$ cat src/sv/vfmc_pkg.sv
package vfmc_pkg;

	// Event codes carried on the kind field.
	typedef enum logic [2:0] {
		KIND_TICK       = 3'd0,
		KIND_PM25       = 3'd1,
		KIND_MODE_KEY   = 3'd2,
		KIND_PATH_KEY   = 3'd3,
		KIND_CLEAN_RST  = 3'd4,
		KIND_CHANGE_RST = 3'd5,
		KIND_REMOTE     = 3'd6
	} kind_t;

	// Configuration register indexes.
	typedef enum logic [1:0] {
		REG_CLEAN_MONTHS  = 2'd0,
		REG_CHANGE_MONTHS = 2'd1,
		REG_PM25_LIMIT    = 2'd2
	} reg_idx_t;

	// Air path codes.
	localparam logic [1:0] PATH_OUTER  = 2'd0;
	localparam logic [1:0] PATH_INNER  = 2'd1;
	localparam logic [1:0] PATH_BYPASS = 2'd2;

	// Filter status codes.
	localparam logic [1:0] FILT_NORMAL = 2'd0;
	localparam logic [1:0] FILT_CLEAN  = 2'd1;
	localparam logic [1:0] FILT_CHANGE = 2'd2;

	// Limits of the run-time cascades and the auto timers.
	localparam logic [5:0] MINUTE_LIMIT    = 6'd60;
	localparam logic [7:0] MODE_HOUR_LIMIT = 8'd60;
	localparam logic [4:0] HOURS_LIMIT     = 5'd24;
	localparam logic [4:0] DAYS_LIMIT      = 5'd30;
	localparam logic [3:0] MONTHS_LIMIT    = 4'd12;
	localparam logic [7:0] INNER_HOLD_MIN  = 8'd30;
	localparam logic [15:0] PM_CLEAR_LEVEL = 16'd50;

	// Reset values.
	localparam logic [3:0] CLEAN_MONTHS_RST  = 4'd3;
	localparam logic [3:0] CHANGE_MONTHS_RST = 4'd6;
	localparam logic [7:0] PM25_LIMIT_RST    = 8'd75;
	localparam logic [15:0] PM25_RST         = 16'd6;

	typedef struct packed {
		logic [3:0] clean_months;
		logic [3:0] change_months;
		logic [7:0] pm25_limit;
	} cfg_t;

	typedef struct packed {
		logic [5:0]  prescaler;
		logic [4:0]  clean_hours;
		logic [4:0]  clean_days;
		logic [3:0]  clean_months_count;
		logic [4:0]  change_hours;
		logic [4:0]  change_days;
		logic [3:0]  change_months_count;
		logic [1:0]  filter_state;
		logic [1:0]  path_state;
		logic        auto_state;
		logic        timer_en;
		logic [7:0]  mode_minutes;
		logic [15:0] latest_pm25;
	} state_t;

endpackage

$ cat src/sv/vfmc_core.sv
module vfmc_core (
	input  vfmc_pkg::state_t st,
	input  vfmc_pkg::cfg_t   cfg,
	input  logic [2:0]       kind,
	input  logic [15:0]      value,
	output vfmc_pkg::state_t ns,
	output logic             report
);
	import vfmc_pkg::*;

	// Advance the hour, day and month counters of one cascade by an hour.
	function automatic logic [13:0] cascade_hour(input logic [4:0] h, input logic [4:0] d,
		input logic [3:0] m);
		logic [4:0] nh;
		logic [4:0] nd;
		logic [3:0] nm;
		nh = h + 5'd1;
		nd = d;
		nm = m;
		if (nh > HOURS_LIMIT) begin
			nh = '0;
			nd = d + 5'd1;
			if (nd > DAYS_LIMIT) begin
				nd = '0;
				nm = m + 4'd1;
				if (nm > MONTHS_LIMIT) begin
					nm = '0;
				end
			end
		end
		return {nh, nd, nm};
	endfunction

	always_comb begin
		ns = st;
		report = 1'b0;

		// Event handling.
		case (kind)
			KIND_TICK: begin
				ns.prescaler = st.prescaler + 6'd1;
				ns.mode_minutes = st.mode_minutes + 8'd1;
			end
			KIND_PM25: begin
				ns.latest_pm25 = value;
			end
			KIND_MODE_KEY: begin
				ns.auto_state = ~st.auto_state;
				ns.mode_minutes = '0;
				ns.timer_en = ~st.auto_state;
				report = 1'b1;
			end
			KIND_PATH_KEY: begin
				ns.path_state = (st.path_state >= PATH_BYPASS) ? PATH_OUTER
					: st.path_state + 2'd1;
				report = 1'b1;
			end
			KIND_CLEAN_RST: begin
				if (st.filter_state == FILT_CLEAN) begin
					ns.clean_hours = '0;
					ns.clean_days = '0;
					ns.clean_months_count = '0;
					ns.filter_state = FILT_NORMAL;
					report = 1'b1;
				end
			end
			KIND_CHANGE_RST: begin
				if (st.filter_state == FILT_CHANGE) begin
					ns.change_hours = '0;
					ns.change_days = '0;
					ns.change_months_count = '0;
					ns.filter_state = FILT_NORMAL;
					report = 1'b1;
				end
			end
			KIND_REMOTE: begin
				ns.path_state = (value > 16'(PATH_BYPASS)) ? PATH_BYPASS : value[1:0];
			end
			default: begin
			end
		endcase

		// Hourly step of both filter cascades and the status update.
		if (ns.prescaler > MINUTE_LIMIT) begin
			ns.prescaler = '0;
			{ns.clean_hours, ns.clean_days, ns.clean_months_count} =
				cascade_hour(ns.clean_hours, ns.clean_days, ns.clean_months_count);
			{ns.change_hours, ns.change_days, ns.change_months_count} =
				cascade_hour(ns.change_hours, ns.change_days, ns.change_months_count);
			if (ns.change_months_count > cfg.change_months) begin
				ns.filter_state = FILT_CHANGE;
			end
			if (ns.clean_months_count > cfg.clean_months && ns.filter_state != FILT_CHANGE) begin
				ns.filter_state = FILT_CLEAN;
			end
			report = 1'b1;
		end

		// Automatic air path selection.
		if (ns.auto_state) begin
			if (ns.path_state == PATH_INNER && ns.mode_minutes > INNER_HOLD_MIN && ns.timer_en) begin
				ns.path_state = PATH_OUTER;
				ns.mode_minutes = '0;
				report = 1'b1;
			end
			if ((ns.path_state == PATH_OUTER || ns.path_state == PATH_BYPASS)
				&& ns.mode_minutes > MODE_HOUR_LIMIT) begin
				ns.mode_minutes = '0;
				if (ns.latest_pm25 > {8'd0, cfg.pm25_limit}) begin
					ns.path_state = PATH_INNER;
					ns.timer_en = 1'b0;
					report = 1'b1;
				end else begin
					ns.timer_en = 1'b1;
				end
			end
			if (ns.path_state == PATH_INNER && ns.latest_pm25 < PM_CLEAR_LEVEL) begin
				ns.timer_en = 1'b1;
			end
		end
	end

endmodule

$ cat src/sv/ventilation_filter_and_mode_controller_top.sv
// A result beat appears in the cycle after its input beat is accepted.
// One item per cycle while the receiver takes results; the whole update is one
// combinational pass from the state register, which also holds the results, back into it.
// Reset (arst_n low, asynchronous): counters clear, status normal, outer air,
// automatic mode, PM2.5 reading 6, registers to 3, 6 and 75 months/level.
module ventilation_filter_and_mode_controller_top (
	input  logic        clk,
	input  logic        arst_n,
	input  logic        in_valid,
	output logic        in_ready,
	input  logic [2:0]  kind,
	input  logic [15:0] value,
	output logic        out_valid,
	input  logic        out_ready,
	output logic [1:0]  air_path,
	output logic        auto_mode,
	output logic [1:0]  filter_status,
	output logic        status_report,
	output logic [3:0]  clean_months_run,
	output logic [3:0]  change_months_run,
	input  logic        cfg_we,
	input  logic [1:0]  cfg_index,
	input  logic [7:0]  cfg_data
);
	import vfmc_pkg::*;

	cfg_t   cfg_q;
	state_t state_q;
	state_t state_next;
	logic   report_next;
	logic   report_q;
	logic   accept;

	// Configuration registers.
	always_ff @(posedge clk or negedge arst_n) begin
		if (!arst_n) begin
			cfg_q.clean_months <= CLEAN_MONTHS_RST;
			cfg_q.change_months <= CHANGE_MONTHS_RST;
			cfg_q.pm25_limit <= PM25_LIMIT_RST;
		end else if (cfg_we) begin
			case (cfg_index)
				REG_CLEAN_MONTHS:  cfg_q.clean_months <= cfg_data[3:0];
				REG_CHANGE_MONTHS: cfg_q.change_months <= cfg_data[3:0];
				REG_PM25_LIMIT:    cfg_q.pm25_limit <= cfg_data;
				default: begin
				end
			endcase
		end
	end

	// Next state for one event.
	vfmc_core u_core (
		.st     (state_q),
		.cfg    (cfg_q),
		.kind   (kind),
		.value  (value),
		.ns     (state_next),
		.report (report_next)
	);

	// A new beat enters whenever the result register is empty or being drained.
	assign in_ready = !out_valid || out_ready;
	assign accept = in_valid && in_ready;

	// State register; it also holds the result fields of the last item.
	always_ff @(posedge clk or negedge arst_n) begin
		if (!arst_n) begin
			state_q <= '{
				prescaler: '0, clean_hours: '0, clean_days: '0, clean_months_count: '0,
				change_hours: '0, change_days: '0, change_months_count: '0,
				filter_state: FILT_NORMAL, path_state: PATH_OUTER, auto_state: 1'b1,
				timer_en: 1'b0, mode_minutes: '0, latest_pm25: PM25_RST};
			out_valid <= 1'b0;
		end else if (accept) begin
			state_q <= state_next;
			out_valid <= 1'b1;
		end else if (out_ready) begin
			out_valid <= 1'b0;
		end
	end

	// Report flag of the pending result.
	always_ff @(posedge clk) begin
		if (accept) begin
			report_q <= report_next;
		end
	end

	assign air_path = state_q.path_state;
	assign auto_mode = state_q.auto_state;
	assign filter_status = state_q.filter_state;
	assign status_report = report_q;
	assign clean_months_run = state_q.clean_months_count;
	assign change_months_run = state_q.change_months_count;

endmodule

$ cat config.mk
export PLATFORM = sky130hd
export DESIGN_NAME = ventilation_filter_and_mode_controller_top
export DESIGN_NICKNAME = d
export VERILOG_FILES = /design/src/sv/vfmc_pkg.sv /design/src/sv/vfmc_core.sv /design/src/sv/ventilation_filter_and_mode_controller_top.sv
export SDC_FILE = /design/constraint.sdc
export NUM_CORES = 1
export LEC_CHECK = 0
export BUFFER_PORTS_ARGS = -buffer_cell sky130_fd_sc_hd__buf_4
export CAP_MARGIN = 20
export CORE_MARGIN = 5
export CORE_UTILIZATION = 50
export DETAILED_ROUTE_END_ITERATION = 6
export PLACE_DENSITY_LB_ADDON = 0.25
export SYNTH_ARGS = -nofsm -noshare
export SYNTH_HDL_FRONTEND = slang
export SYNTH_SLANG_ARGS = --single-unit
$ cat constraint.sdc
create_clock -name clk -period 4.7 [get_ports clk]
set_input_delay 1.41 -clock clk [delete_from_list [all_inputs] [get_ports clk]]
set_output_delay 1.41 -clock clk [all_outputs]
set_load 0.005 [all_outputs]
==> impl_metrics.json <==
{
  "required_ns": 4.95,
  "hp-start": "state_q[2]",
  "power_density_mw_per_mm2": 298,
  "core-area_mm2": 0.0113,
  "relSlewSlack": 0.517,
  "pwr-share-seq": 0.437,
  "pwr-share-clk": 0.348,
  "critical-path-top-delay-family": "simple AND/OR/NAND/NOR gates",
  "track_usage": 0.212,
  "rsz0062_at_grt": "yes",
  "area_growth_pct": 19.5,
  "firstDrtPassIters": 5,
  "async_flop_share": 0.988,
  "cts-htree-levels": 3,
  "synth_edf_count": 1,
  "p_comb_frac": 0.215,
  "syn_area_mm2": 0.00571,
  "maxSlewViolCount": 0,
  "port_buffers": 49,
  "synth_seq_cells": 82,
  "fin_worst_skew_ns": 0.00627,
  "setup_viol": 0,
  "place_area_mm2": 0.00641,
  "holdWs_ns": 0.473,
  "vias": 5099,
  "clk_path_buf_depth": 2,
  "r2r-start": "filter_status[1]",
  "drive_gt1_frac": 0.286,
  "cts_hold_buffers": 0,
  "reg2reg_to": "filter_status[0]",
  "drtIter0Drc": 301,
  "tightest_slew_ns": 0.725,
  "start_util": 0.505,
  "setup.worst_path.start": "kind[1]",
  "finalCriticalPeriod_ns": 4.64,
  "start_kind": "primary input",
  "yosysSeqAreaShare": 0.363,
  "grt_first_pass_wirelength_mm": 23.2,
  "numCtsBuffers": 9,
  "viasPerCell": 6.02,
  "fin_area_mm2": 0.00683,
  "switching_share": 0.305,
  "crit_chain": "buf_4 > and3b_2 > nand3_2 > buf_6 > and2_1 > ha_2 > nand3b_1 > mux2i_1 > a22oi_2 > or4_4 > or4_4 > a21oi_2 > ha_1 > a21oi_2 > a41o_1 > nor2_1 > o31ai_1",
  "cts_tree": "done",
  "std_cell_rows": 39,
  "hold_path_class": "register to register",
  "cts.reportedPaths.clkPinSlew_ns": 0.07,
  "syn-instance-count": 636,
  "dp_hpwl_mm": 9.97,
  "max_freq_mhz": 216,
  "hold_viol_final": 0,
  "path_max_fanout": 3,
  "cp-end-kind": "register",
  "n_antenna_cell": 0,
  "synth.distinct_cells": 70,
  "critPathArrivalTime_ns": 4.89,
  "route.detailed.drc": 0,
  "hold_depth": 2,
  "peakVddDrop_v": 0.000229,
  "cts_root_buffer": "clkbuf_16",
  "ys_warn_count": 0,
  "r2r.worst_path.cells": 19,
  "syn-num-nets": 700,
  "grt_max_degree": 55,
  "postSynthAreaPerCell_um2": 8.98,
  "outcome": "finished clean",
  "final_antenna_net_count": 0,
  "post-route-period-util": 0.987,
  "io_pins": 50,
  "maxCapViolations": 0,
  "ys.flop_type": "dfrtp_1",
  "ff2ff_setup_slack_ns": 0.80,
  "routedWlPerCell_um": 16.5,
  "regArea_mm2": 0.00207,
  "multi_input_area_mm2": 0.00350,
  "yosysTopAreaCell": "dfrtp_1",
  "post-route-util": 0.603,
  "fp.dieH_um": 117,
  "p_leak_uw": 0.00299,
  "p_int_uw": 1420,
  "detail_route.wirelength_mm": 13.9,
  "power_uw": 2040,
  "worstSkewPairLatency_ns": 0.35,
  "synth_area_leaders": "dfrtp_1 (31%), ha_1 (6.6%), mux2_2 (5.9%)",
  "nets": 763,
  "switching_power_uw": 622,
  "fillers": 956,
  "whs_endpoint": "state_q[2]",
  "cts.sinks": 82,
  "die_w_um": 117,
  "cp.buffers_inverters": 2,
  "cpPeakStageDelay_ns": 0.51,
  "crit_type": "primary input to register",
  "routabilityCongestion": 0.873,
  "grt_pass1_vias": 4915,
  "grt.overflow.total": 0,
  "fp.dieArea_mm2": 0.0137,
  "antenna_found_initial": 0,
  "critPathSlowestCell": "or4_4",
  "synth.top_cell.area_share": 0.307
}
==> layout by cell type (no fill, tap or decap), types with 5 or more instances in the layout <==
| cell | netlist | routed |
|---|---|---|
| a21o_1 | 7 | 7 |
| a21oi_1 | 33 | 28 |
| a22o_1 | 8 | 8 |
| a32o_1 | 5 | 5 |
| and2_1 | 13 | 11 |
| and3_1 | 8 | 8 |
| buf_4 | 12 | 89 |
| clkbuf_16 | 0 | 9 |
| dfrtp_1 | 70 | 70 |
| dfstp_2 | 11 | 11 |
| ha_1 | 30 | 25 |
| inv_1 | 23 | 22 |
| mux2_2 | 30 | 30 |
| mux2i_1 | 7 | 7 |
| nand2_1 | 82 | 80 |
| nand2b_1 | 14 | 14 |
| nand3_1 | 24 | 23 |
| nand3b_1 | 7 | 7 |
| nand4_1 | 10 | 10 |
| nor2_1 | 23 | 21 |
| nor2b_1 | 11 | 11 |
| nor3_1 | 10 | 8 |
| nor4_1 | 12 | 11 |
| o211ai_1 | 5 | 5 |
| o21ai_0 | 58 | 53 |
| o21ai_1 | 5 | 7 |
| o22ai_1 | 5 | 5 |
| o31ai_1 | 10 | 10 |
| xnor2_1 | 8 | 8 |
| xor2_1 | 5 | 5 |
==> cell type report <==
| cell class | count | share of cell area |
|---|---|---|
| well taps | 143 | 0.0262 |
| repair buffers | 91 | 0.101 |
| flip-flops and latches | 82 | 0.303 |
| clock buffers | 10 | 0.0350 |
| inverters | 23 | 0.0126 |
| clock inverters | 6 | 0.00843 |
| multi-input cells | 492 | 0.513 |
==> worst max path at each step <==
| stage | endpoint | slack [ns] | cells after the start |
|---|---|---|---|
| 2_1_floorplan | filter_status[0] | -0.28 | 18 |
| 3_3_place_gp | filter_status[0] | -0.29 | 19 |
| 3_5_place_dp | filter_status[0] | -0.39 | 18 |
| 4_1_cts | filter_status[0] | 0.003 | 17 |
| 5_1_grt | filter_status[0] | -0.12 | 20 |
| 6_report | filter_status[0] | 0.06 | 17 |
==> cells by family after synthesis <==
logic type / share of synthesized area
AO/OA/AOI/OAI: 0.194
adder cells (fa/ha/maj): 0.0657
flip-flops: 0.363
AND/OR/NAND/NOR: 0.234
multiplexers: 0.0714
XOR/XNOR: 0.0199
buffers and inverters: 0.0521
==> synthesized netlist by cell type, types with 8 or more instances <==
cell type  instances
buf_4             12
nand2b_1          14
and3_1             8
and2_1            13
mux2_2            30
dfrtp_1           70
xnor2_1            8
a21oi_1           33
nor3_1            10
nand3_1           24
inv_1             23
nor2_1            23
nand2_1           82
nand4_1           10
ha_1              30
o31ai_1           10
a22o_1             8
clkbuf_1          19
o21ai_0           58
nor2b_1           11
dfstp_2           11
nor4_1            12
==> layer usage <==
metal  GRT usage  routed length [µm]
met2       0.352                6740
met3      0.0380                 723
met1       0.276                6190
met5           0                   0
met4      0.0841                 285
==> power by group through the flow <==
stage / logic, µW / clock network [µW] / registers [µW]
final: 437 / 709 / 891
after global routing: 499 / 757 / 908
after CTS: 437 / 728 / 890
after detailed placement: 436 / 0 / 903
after global placement: 418 / 0 / 898
after floorplan: 315 / 0 / 880
==> worst reg2reg max path: stages (launching register included) <==
cell      delay [ns]
dfrtp_1         0.50
nor4b_4         0.29
nand2_2         0.12
buf_6           0.14
and2_1          0.17
ha_2            0.19
nand3b_1        0.15
mux2i_1         0.13
a22oi_1         0.12
or4_4           0.60
nor3b_2         0.20
a21o_1          0.12
ha_1            0.24
nor2b_1         0.14
o21ai_1         0.11
nand2b_1        0.08
a21oi_2         0.13
nor3_2          0.06
a22oi_1         0.17
o31ai_1         0.10
==> timing repair <==
action,4_1_cts,5_1_grt
pin swaps,0,12
resized for setup,2,24
setup buffers,0,4
setup endpoints to repair,1,2
cloned,0,0
==> sequential cells by signal (all words and copies together) (netlist names) <==
name               cells
state_q               51
cfg_q                 16
change_months_run      4
clean_months_run       4
air_path               2
filter_status          2
auto_mode              1
out_valid              1
status_report          1
==> per-stage QoR <==
stage               std cells  setup slack (ns)  TNS [ns]
finish                    847            0.0597         0
global route              847            -0.119    -0.119
global placement          827            -0.285    -0.526
CTS                       843           0.00339         0
floorplan                 636            -0.280    -0.526
detailed placement        827            -0.393    -0.708
No activity file was read; power rests on OpenSTA's default activity.
